===== src/rtl/lru_pkg.sv =====
// ----------------------------------------------------------------------------
// LRU page replacement package
// Shared sizes, constants and the structs passed between the frame store,
// the scan unit and the sequencer.
// ----------------------------------------------------------------------------
package lru_pkg;

  // Table geometry
  localparam int FRAMES      = 128;
  localparam int FRAME_W     = $clog2(FRAMES);
  localparam int CNT_W       = FRAME_W + 1;
  localparam int AGE_W       = FRAME_W;
  localparam int PAGE_W      = 8;
  localparam int FAULT_W     = 16;
  localparam int OUT_FRAME_W = 7;

  localparam logic [CNT_W-1:0]   FRAMES_CNT = CNT_W'(FRAMES);
  localparam logic [FAULT_W-1:0] FAULT_MAX  = '1;

  // One frame entry as read from the frame store
  typedef struct packed {
    logic              vld;
    logic [PAGE_W-1:0] page;
    logic [AGE_W-1:0]  age;
  } entry_t;

  // Operands the sequencer holds for the scan unit
  typedef struct packed {
    logic [PAGE_W-1:0] key;
    logic [AGE_W-1:0]  limit;
    logic              all;
    logic [AGE_W-1:0]  best;
  } scan_ctl_t;

  // Per-entry verdicts from the scan unit
  typedef struct packed {
    logic             match;
    logic             empty;
    logic             older;
    logic             bump;
    logic [AGE_W-1:0] age_inc;
  } scan_res_t;

  // Write request into the frame store
  typedef struct packed {
    logic               we_page;
    logic               we_age;
    logic [FRAME_W-1:0] addr;
    logic [PAGE_W-1:0]  page;
    logic [AGE_W-1:0]   age;
  } mem_wr_t;

endpackage


===== src/rtl/lru_frame_mem.sv =====
// ----------------------------------------------------------------------------
// LRU frame store
// Page tag and age rank memories, one write and one registered read per
// cycle. Occupancy flops mark written frames; an empty frame reads with vld low.
// ----------------------------------------------------------------------------
module lru_frame_mem (
  input  logic                        clk,
  input  logic                        rst,
  input  logic [lru_pkg::FRAME_W-1:0] raddr,
  input  lru_pkg::mem_wr_t            wr,
  output lru_pkg::entry_t             rd
);

  logic [lru_pkg::PAGE_W-1:0] page_mem [lru_pkg::FRAMES];
  logic [lru_pkg::AGE_W-1:0]  age_mem  [lru_pkg::FRAMES];
  logic [lru_pkg::FRAMES-1:0] occ;

  // Memory writes
  always_ff @(posedge clk) begin
    if (wr.we_page) begin
      page_mem[wr.addr] <= wr.page;
    end
    if (wr.we_age) begin
      age_mem[wr.addr] <= wr.age;
    end
  end

  // Registered read
  always_ff @(posedge clk) begin
    rd.page <= page_mem[raddr];
    rd.age  <= age_mem[raddr];
    rd.vld  <= occ[raddr];
  end

  // Occupancy: a frame once filled stays filled
  always_ff @(posedge clk) begin
    if (rst) begin
      occ <= '0;
    end else if (wr.we_page) begin
      occ[wr.addr] <= 1'b1;
    end
  end

endmodule


===== src/rtl/lru_scan_unit.sv =====
// ----------------------------------------------------------------------------
// LRU scan unit
// The one compare/increment unit, applied to one frame entry per cycle in
// both the search pass and the aging pass.
// ----------------------------------------------------------------------------
module lru_scan_unit (
  input  lru_pkg::entry_t    ent,
  input  lru_pkg::scan_ctl_t ctl,
  output lru_pkg::scan_res_t res
);

  // Tag compare, empty detect, rank max compare
  assign res.match = ent.vld && (ent.page == ctl.key);
  assign res.empty = !ent.vld;
  assign res.older = ent.vld && (ent.age > ctl.best);

  // Aging: resident frames more recent than the limit, or every resident frame when all is set, move one rank down
  assign res.bump    = ent.vld && (ctl.all || (ent.age < ctl.limit));
  assign res.age_inc = ent.age + lru_pkg::AGE_W'(1);

endmodule


===== src/rtl/lru_page_replacement_unit.sv =====
// Sequence: a nonzero page runs the search pass, the plan state, the aging pass
//   and the commit state before its result; page zero gives it without a pass.
// A new page is taken only while idle; each nonzero page takes two passes of the
//   shared scan unit over the frame store (search, then aging), one frame a cycle.
// Reset clears occupancy, resident count and fault count.
// Results are shown for one cycle under done; the receiver cannot stall.
// ----------------------------------------------------------------------------
// LRU page replacement unit
// Fully associative LRU replacement over FRAMES frames with a per-frame
// recency rank and a saturating fault counter.
// ----------------------------------------------------------------------------
module lru_page_replacement_unit (
  input  logic                            clk,
  input  logic                            rst,
  input  logic                            start,
  output logic                            busy,
  input  logic [lru_pkg::PAGE_W-1:0]      page,
  output logic                            done,
  output logic                            hit,
  output logic [lru_pkg::OUT_FRAME_W-1:0] frame,
  output logic [lru_pkg::PAGE_W-1:0]      evicted_page,
  output logic [lru_pkg::FAULT_W-1:0]     fault_count
);

  localparam logic [2:0] S_IDLE   = 3'd0;
  localparam logic [2:0] S_SCAN   = 3'd1;
  localparam logic [2:0] S_PLAN   = 3'd2;
  localparam logic [2:0] S_UPDATE = 3'd3;
  localparam logic [2:0] S_COMMIT = 3'd4;

  logic [2:0]                  state;
  logic [lru_pkg::CNT_W-1:0]   cnt;
  logic [lru_pkg::FRAME_W-1:0] idx_q;
  logic [lru_pkg::PAGE_W-1:0]  key;
  logic                        found;
  logic [lru_pkg::FRAME_W-1:0] hit_idx;
  logic [lru_pkg::AGE_W-1:0]   hit_age;
  logic [lru_pkg::FRAME_W-1:0] empty_idx;
  logic [lru_pkg::AGE_W-1:0]   best;
  logic [lru_pkg::FRAME_W-1:0] best_idx;
  logic [lru_pkg::PAGE_W-1:0]  best_page;
  logic [lru_pkg::FRAME_W-1:0] tgt;
  logic [lru_pkg::AGE_W-1:0]   limit;
  logic                        all_flag;
  logic [lru_pkg::PAGE_W-1:0]  evict_pg;
  logic [lru_pkg::CNT_W-1:0]   resident;
  logic [lru_pkg::FAULT_W-1:0] faults;

  logic                                          eval;
  logic [lru_pkg::FRAME_W+lru_pkg::OUT_FRAME_W-1:0] tgt_ext;
  lru_pkg::entry_t                               rd;
  lru_pkg::mem_wr_t                              wr;
  lru_pkg::scan_ctl_t                            ctl;
  lru_pkg::scan_res_t                            res;

  assign busy        = (state != S_IDLE);
  assign fault_count = faults;
  assign eval        = (cnt != '0);
  assign tgt_ext     = {{lru_pkg::OUT_FRAME_W{1'b0}}, tgt};

  // Frame store
  lru_frame_mem u_mem (
    .clk   (clk),
    .rst   (rst),
    .raddr (cnt[lru_pkg::FRAME_W-1:0]),
    .wr    (wr),
    .rd    (rd)
  );

  // Shared compare/increment unit
  assign ctl.key   = key;
  assign ctl.limit = limit;
  assign ctl.all   = all_flag;
  assign ctl.best  = best;

  lru_scan_unit u_scan (
    .ent (rd),
    .ctl (ctl),
    .res (res)
  );

  // Store writes: aged ranks during the update pass, target frame at commit
  always_comb begin
    wr.we_page = (state == S_COMMIT);
    wr.we_age  = (state == S_COMMIT) || ((state == S_UPDATE) && eval && res.bump);
    wr.addr    = (state == S_COMMIT) ? tgt : idx_q;
    wr.page    = key;
    wr.age     = (state == S_COMMIT) ? '0 : res.age_inc;
  end

  // Entry index that lines up with the registered read data
  always_ff @(posedge clk) begin
    idx_q <= cnt[lru_pkg::FRAME_W-1:0];
  end

  // Sequencer
  always_ff @(posedge clk) begin
    if (rst) begin
      state    <= S_IDLE;
      done     <= 1'b0;
      resident <= '0;
      faults   <= '0;
      cnt      <= '0;
    end else begin
      done <= 1'b0;
      case (state)
        S_IDLE: begin
          if (start) begin
            key <= page;
            if (page == '0) begin
              // Page zero: no state change, immediate result
              done         <= 1'b1;
              hit          <= 1'b0;
              frame        <= '0;
              evicted_page <= '0;
            end else begin
              state     <= S_SCAN;
              cnt       <= '0;
              found     <= 1'b0;
              best      <= '0;
              best_idx  <= '0;
              empty_idx <= '0;
            end
          end
        end
        S_SCAN: begin
          if (eval) begin
            if (res.match && !found) begin
              found   <= 1'b1;
              hit_idx <= idx_q;
              hit_age <= rd.age;
            end
            if (res.empty) begin
              empty_idx <= idx_q;
            end
            // Oldest frame, lowest index wins a tie
            if (res.older) begin
              best      <= rd.age;
              best_idx  <= idx_q;
              best_page <= rd.page;
            end else if (idx_q == '0) begin
              best_page <= rd.page;
            end
          end
          if (cnt == lru_pkg::FRAMES_CNT) begin
            state <= S_PLAN;
          end else begin
            cnt <= cnt + lru_pkg::CNT_W'(1);
          end
        end
        S_PLAN: begin
          cnt <= '0;
          state <= S_UPDATE;
          if (found) begin
            tgt      <= hit_idx;
            limit    <= hit_age;
            all_flag <= 1'b0;
            evict_pg <= '0;
          end else if (resident != lru_pkg::FRAMES_CNT) begin
            tgt      <= empty_idx;
            limit    <= '0;
            all_flag <= 1'b1;
            evict_pg <= '0;
          end else begin
            tgt      <= best_idx;
            limit    <= best;
            all_flag <= 1'b0;
            evict_pg <= best_page;
          end
        end
        S_UPDATE: begin
          if (cnt == lru_pkg::FRAMES_CNT) begin
            state <= S_COMMIT;
          end else begin
            cnt <= cnt + lru_pkg::CNT_W'(1);
          end
        end
        S_COMMIT: begin
          state        <= S_IDLE;
          cnt          <= '0;
          done         <= 1'b1;
          hit          <= found;
          frame        <= tgt_ext[lru_pkg::OUT_FRAME_W-1:0];
          evicted_page <= evict_pg;
          if (!found) begin
            if (faults != lru_pkg::FAULT_MAX) begin
              faults <= faults + lru_pkg::FAULT_W'(1);
            end
            if (resident != lru_pkg::FRAMES_CNT) begin
              resident <= resident + lru_pkg::CNT_W'(1);
            end
          end
        end
        default: begin
          state <= S_IDLE;
        end
      endcase
    end
  end

endmodule


===== config.mk =====
export PLATFORM = sky130hd
export DESIGN_NAME = lru_page_replacement_unit
export DESIGN_NICKNAME = d
export VERILOG_FILES = /design/src/rtl/lru_pkg.sv /design/src/rtl/lru_frame_mem.sv /design/src/rtl/lru_scan_unit.sv /design/src/rtl/lru_page_replacement_unit.sv
export SDC_FILE = /design/constraint.sdc
export NUM_CORES = 2
export LEC_CHECK = 0
export BUFFER_PORTS_ARGS = -buffer_cell sky130_fd_sc_hd__buf_4
export CORE_UTILIZATION = 55
export CTS_CLUSTER_DIAMETER = 80
export CTS_CLUSTER_SIZE = 14
export DETAILED_ROUTE_END_ITERATION = 10
export HOLD_SLACK_MARGIN = 0.05
export PLACE_DENSITY_LB_ADDON = 0.2
export SLEW_MARGIN = 10
export SYNTH_ARGS = -nofsm -noshare
export SYNTH_HDL_FRONTEND = slang
export SYNTH_SLANG_ARGS = --single-unit

===== constraint.sdc =====
create_clock -name clk -period 5.91 [get_ports clk]
set_input_delay 1.182 -clock clk [delete_from_list [all_inputs] [get_ports clk]]
set_output_delay 1.182 -clock clk [all_outputs]
set_load 0.05 [all_outputs]

* Yosys cells after proc, flatten, opt, wreduce, memory -nomap -nowiden
Memories as Yosys holds them, arrays and structs flattened. A register that Yosys moved wholly into a read port is not among the register bits.
Index checks and enable logic that the tools add are counted.
** Word-level totals
- Flip-flop bits (word level) :: 263
- RAM bits :: 1920
- Input bits :: 11
- Output and inout port bits :: 34
- Logic and storage cells :: 143
- Memories :: 2
** Cells by class
- Add/subtract/negate cells :: 4
- Order comparisons :: 5
- Eq/ne operators :: 18
- Multiplexer cells :: 54
- Bitwise logic cells :: 3
- Reductions and logical operators :: 34
** Memory list
- u_mem.page_mem :: depth 128, width 8, rd ports 1, clocked after Yosys merged registers in 1, write ports 1, RTL line lru_frame_mem.sv:14 : logic [lru_pkg::PAGE_W-1:0] page_mem [lru_pkg::FRAMES];
- u_mem.age_mem :: depth 128, width 7, rd ports 1, clocked after Yosys merged registers in 1, write ports 1, RTL line lru_frame_mem.sv:15 : logic [lru_pkg::AGE_W-1:0] age_mem [lru_pkg::FRAMES];
** Operators with widths (number)
- $or A128 B128 Y128 :: 1
- $mux W7 :: 16
- $mux W8 :: 7
- $pmux W7 S2 :: 4
- $pmux W8 S3 :: 1
- $reduce_and A4 Y1 :: 5
- $ne A2 B2 Y1 const B :: 9
- $reduce_and A6 Y1 :: 3
- $add A16 B1 Y16 const B :: 1
- $add A8 B1 Y8 const B :: 2
- $lt A7 B8 Y1 const B :: 2
- $ne A16 B16 Y1 const B :: 1
- $pmux W8 S2 :: 1
- $mux W1 :: 15
- $mux W3 :: 4
- $pmux W3 S4 :: 1
- $reduce_and A3 Y1 :: 3
- $eq A8 B8 Y1 :: 1
- $eq A8 B8 Y1 const B :: 1
- $logic_not A8 Y1 :: 1
- $ne A8 B8 Y1 const B :: 1
- $reduce_bool A8 Y1 :: 1
- $add A7 B1 Y7 const B :: 1
- $bmux W1 S7 :: 1
- other kinds (19) :: 35

* Logic depth before layout (Yosys ltp)
- Word-level depth :: 7
- Depth in mapped cells :: 15
- Gate-level depth less buffers :: 9

* Hierarchy
A second synthesis with hierarchy kept.
** Second synthesis, totals
- Cell total of the unflattened synthesis :: 4082
- Area, all modules :: 85276.8 um2
** By module, submodules not included
- lru_frame_mem :: times used 1, cells an instance 3563, area each 79208.5 um2, seq. area each 60538.1 um2
- lru_page_replacement_unit :: times used 1, cells an instance 450, area each 5567.8 um2, seq. area each 3593.4 um2
- lru_scan_unit :: times used 1, cells an instance 69, area each 500.5 um2, seq. area each 0.0 um2

* Least setup slack after synthesis
Ideal clock, no wire load.
- Kind :: reg2reg
- From :: register state[2]
- To :: memory u_mem.age_mem[0][6] (netlist name), data pin
- Library setup time :: 0.798 ns
- Data arrival time :: 4.077 ns
- Required time :: 5.112 ns
- Setup slack :: 1.036 ns
- Stages on the path, launching flop included :: 6
- Path buffers :: 3
- Period minus slack after synthesis :: 4.874 ns
- Path through :: dfxtp_1 -> nor3b_2 -> clkbuf_1 -> clkbuf_1 -> clkbuf_1 -> nor2_1
** RTL lines
- start, declared :: RTL line lru_page_replacement_unit.sv:31 : logic [2:0] state;
- start signal, assigned :: RTL line lru_page_replacement_unit.sv:99 : state <= S_IDLE;
- start signal, assigned :: RTL line lru_page_replacement_unit.sv:117 : state <= S_SCAN;
- start signal, assigned :: RTL line lru_page_replacement_unit.sv:146 : state <= S_PLAN;
- end, declared :: RTL line lru_frame_mem.sv:15

==> flow_summary.json <==
{
  "syn_nets": 4778,
  "dr.pass1.iters": 8,
  "synth_common_cells": "edfxtp_1 (2011), nor2_1 (471), mux4_2 (456)",
  "slew_viol_final": 0,
  "post_synth.cell_area_avg_um2": 18.2,
  "setup_slack_ns": 1.92,
  "setup_viol": 0,
  "path_cells": "nor2b_4, buf_4, buf_4, a22oi_1, a21oi_1, a311oi_1, a211oi_1, o21ai_1",
  "min_period_ns": 3.99,
  "syn_inst": 4748,
  "rsz0062_at_grt": "no",
  "drive_gt1_share_pct": 19.8,
  "clock_skew_ns": 0.0361,
  "ant_nets": 0,
  "htree_levels": 4,
  "worst_setup_path_end_kind": "flop",
  "yosysMostFrequentCell": "edfxtp_1",
  "vias": 46700,
  "clk_latency_ns": 0.83,
  "ys_seq_area_share_pct": 74.0,
  "reg2reg_to": "u_mem.rd[3]$_DFF_P_",
  "hold_start": "u_mem.occ[118]$_SDFFE_PP0P_",
  "design_area_um2": 95200,
  "r2r_start": "cnt[0]$_SDFFE_PP0P_",
  "stdcell_count": 7092,
  "cpMostUsedCell": "buf_4",
  "min_path_cells": 2,
  "slowest_delay_ns": 0.80,
  "drt_wl_total_um": 229000,
  "post-place-ws_ns": 2.12,
  "dp_hpwl_um": 142000,
  "wl_per_cell_um": 32.3,
  "cts_hold_buf": 0,
  "ys_async_sr_fraction_pct": 0,
  "hold_end": "u_mem.occ[118]$_SDFFE_PP0P_",
  "grt_pass1_wl_um": 327000,
  "row_count": 145,
  "crit_type": "reg2reg",
  "r2r_slack_ns": 1.92,
  "avgViaCountPerCell": 6.59,
  "fin_crit_sh_pct": 67.5,
  "top_level_ports": 45,
  "synth_top_cell_area_share_pct": 69.7,
  "path_clk_slew_ns": 0.07,
  "io_buffers": 44,
  "yosys.area.top_type": "edfxtp_1",
  "finish.net_count": 4933,
  "cp-start-kind": "flop",
  "area_growth_pct": 9.94,
  "p_per_area_nw_per_um2": 309,
  "finalHoldViolCount": 0,
  "utilization_pct": 61.0,
  "dp_cells": 6783,
  "max_freq_mhz": 251,
  "cts_tree": "built",
  "yosys_warnings": 0,
  "crit_fanout": 30,
  "fin_tns_setup_ns": 0,
  "tightest_slew_ns": 1.31,
  "post_cts_buffers": 0,
  "slew_headroom_pct": 12.1,
  "drv_cap": 0,
  "worst_hold_slack_ns": 0.465,
  "grt_antenna_before_repair": 4,
  "die_width_um": 399,
  "critPathBufInv": 2,
  "overflow": 0,
  "grt_max_degree": 105,
  "cp.required_ns": 6.60,
  "synth.distinct_cells": 71,
  "power_mw": 29.5,
  "ys.flop_type": "edfxtp_1",
  "peakVddDrop_mv": 0.242,
  "r2r.worst_path.cells": 8,
  "start_util_pct": 55.5,
  "status": "finished clean",
  "drt_first_iter_violations": 6861,
  "synth.area.top_cells": "edfxtp_1 (70%), mux4_2 (12%), dfxtp_1 (4.3%)",
  "crit_family": "compound AO/OA/AOI/OAI gates",
  "synth_seq_cells": 2198,
  "syn_area_um2": 86600,
  "n_fill_cell": 11000,
  "leakage_nw": 29.4,
  "synth_edf_count": 2011,
  "grt_pass1_vias": 45300,
  "place_area_um2": 90100,
  "cts_resized": 0,
  "slowest_stage": "dfxtp_4",
  "core_area_um2": 156000,
  "gp_congestion": 0.906,
  "die_y_um": 399,
  "die_area_um2": 159000,
  "numCtsBuffers": 175,
  "cts_num_sinks": 2198,
  "drc": 0,
  "clock-root-buffer": "clkbuf_16",
  "cts_buffer_depth": 3,
  "grt_use_total_pct": 28.9,
  "crit_arrival_ns": 4.68,
  "hold_class": "reg2reg"
}
[how the worst max path moves through the flow]
stage | startpoint | end | depth (start not counted)
detailed placement | cnt[0]$_SDFFE_PP0P_ | u_mem.age_mem[83][3]$_DFFE_PP_ | 9
CTS | cnt[0]$_SDFFE_PP0P_ | u_mem.age_mem[83][2]$_DFFE_PP_ | 9
global placement | cnt[0]$_SDFFE_PP0P_ | u_mem.age_mem[112][3]$_DFFE_PP_ | 9
floorplan | state[2]$_SDFFE_PP0P_ | u_mem.age_mem[0][6]$_DFFE_PP_ | 5
global route | cnt[0]$_SDFFE_PP0P_ | u_mem.age_mem[23][4]$_DFFE_PP_ | 8
finish | cnt[0]$_SDFFE_PP0P_ | u_mem.rd[3]$_DFF_P_ | 8
[worst reg2reg max path, delay by kind of cell, from the launching register on]
| kind | cells | cell delay, ns |
|---|---|---|
| flops | 1 | 0.80 |
| simple gates | 1 | 0.56 |
| buf+inv | 2 | 0.94 |
| compound gates | 5 | 1.54 |
[sequential cells by signal, summed over array words and instances, names as in the netlist, 8 cells and up]
signal and cells:
best_page 8, cnt 8, evict_pg 8, evicted_page 8, fault_count 16, key 8
resident 8, u_mem.age_mem 896, u_mem.occ 128, u_mem.page_mem 1024, u_mem.rd 16
[cells by family after synthesis]
logic type	synth area share, %
xor+xnor	0.384
simple gates	5.70
mux	14.8
buf+inv	2.01
flops	74.0
compound gates	2.83
fa+ha+maj	0.274
[power breakdown]
group	internal [mW]	switching, mW	total (mW)	leakage [nW]
combinational	0.427	0.925	1.35	7.30
clock	5.63	5.33	11.0	2.41
sequential	17.1	0.0530	17.1	19.7
total	23.1	6.31	29.5	29.4
[final cells by class]
type | count | area (um2) | area share, %
multi-input combinational | 2226 | 21100 | 22.2
clock inverter | 14 | 169 | 0.177
tap | 2058 | 2570 | 2.70
inverter | 26 | 104 | 0.109
timing repair buffer | 276 | 2260 | 2.37
sequential | 2198 | 64200 | 67.4
antenna | 1 | 2.50 | 0.00263
clock buffer | 293 | 4870 | 5.12
[cells in the final DEF, fill, tap and decap left out, types with 36 or more instances in the layout]
cell and n:
and2_1 52, nand3_1 60, dfxtp_1 180, mux2i_1 250, clkbuf_16 178, buf_4 261, mux4_2 456, nand2_1 297
edfxtp_1 2011, nor4_1 71, clkbuf_1 115, nor3_1 66, nor2_1 456, a22oi_1 65, o21ai_0 36, a21oi_1 59
[metal layers]
metal | GRT usage (%) | vias to the layer above | wire length, um | share of wire [%]
li1 | - | 19200 | - | -
met2 | 42.9 | 2882 | 104000 | 45
met3 | 7.27 | 392 | 27200 | 12
met4 | 9.30 | 2 | 7470 | 3.3
met1 | 42.4 | 24200 | 90500 | 40
met5 | 0 | - | 8 | 0.0035
Note: power is estimated with default switching activity, not from simulation.
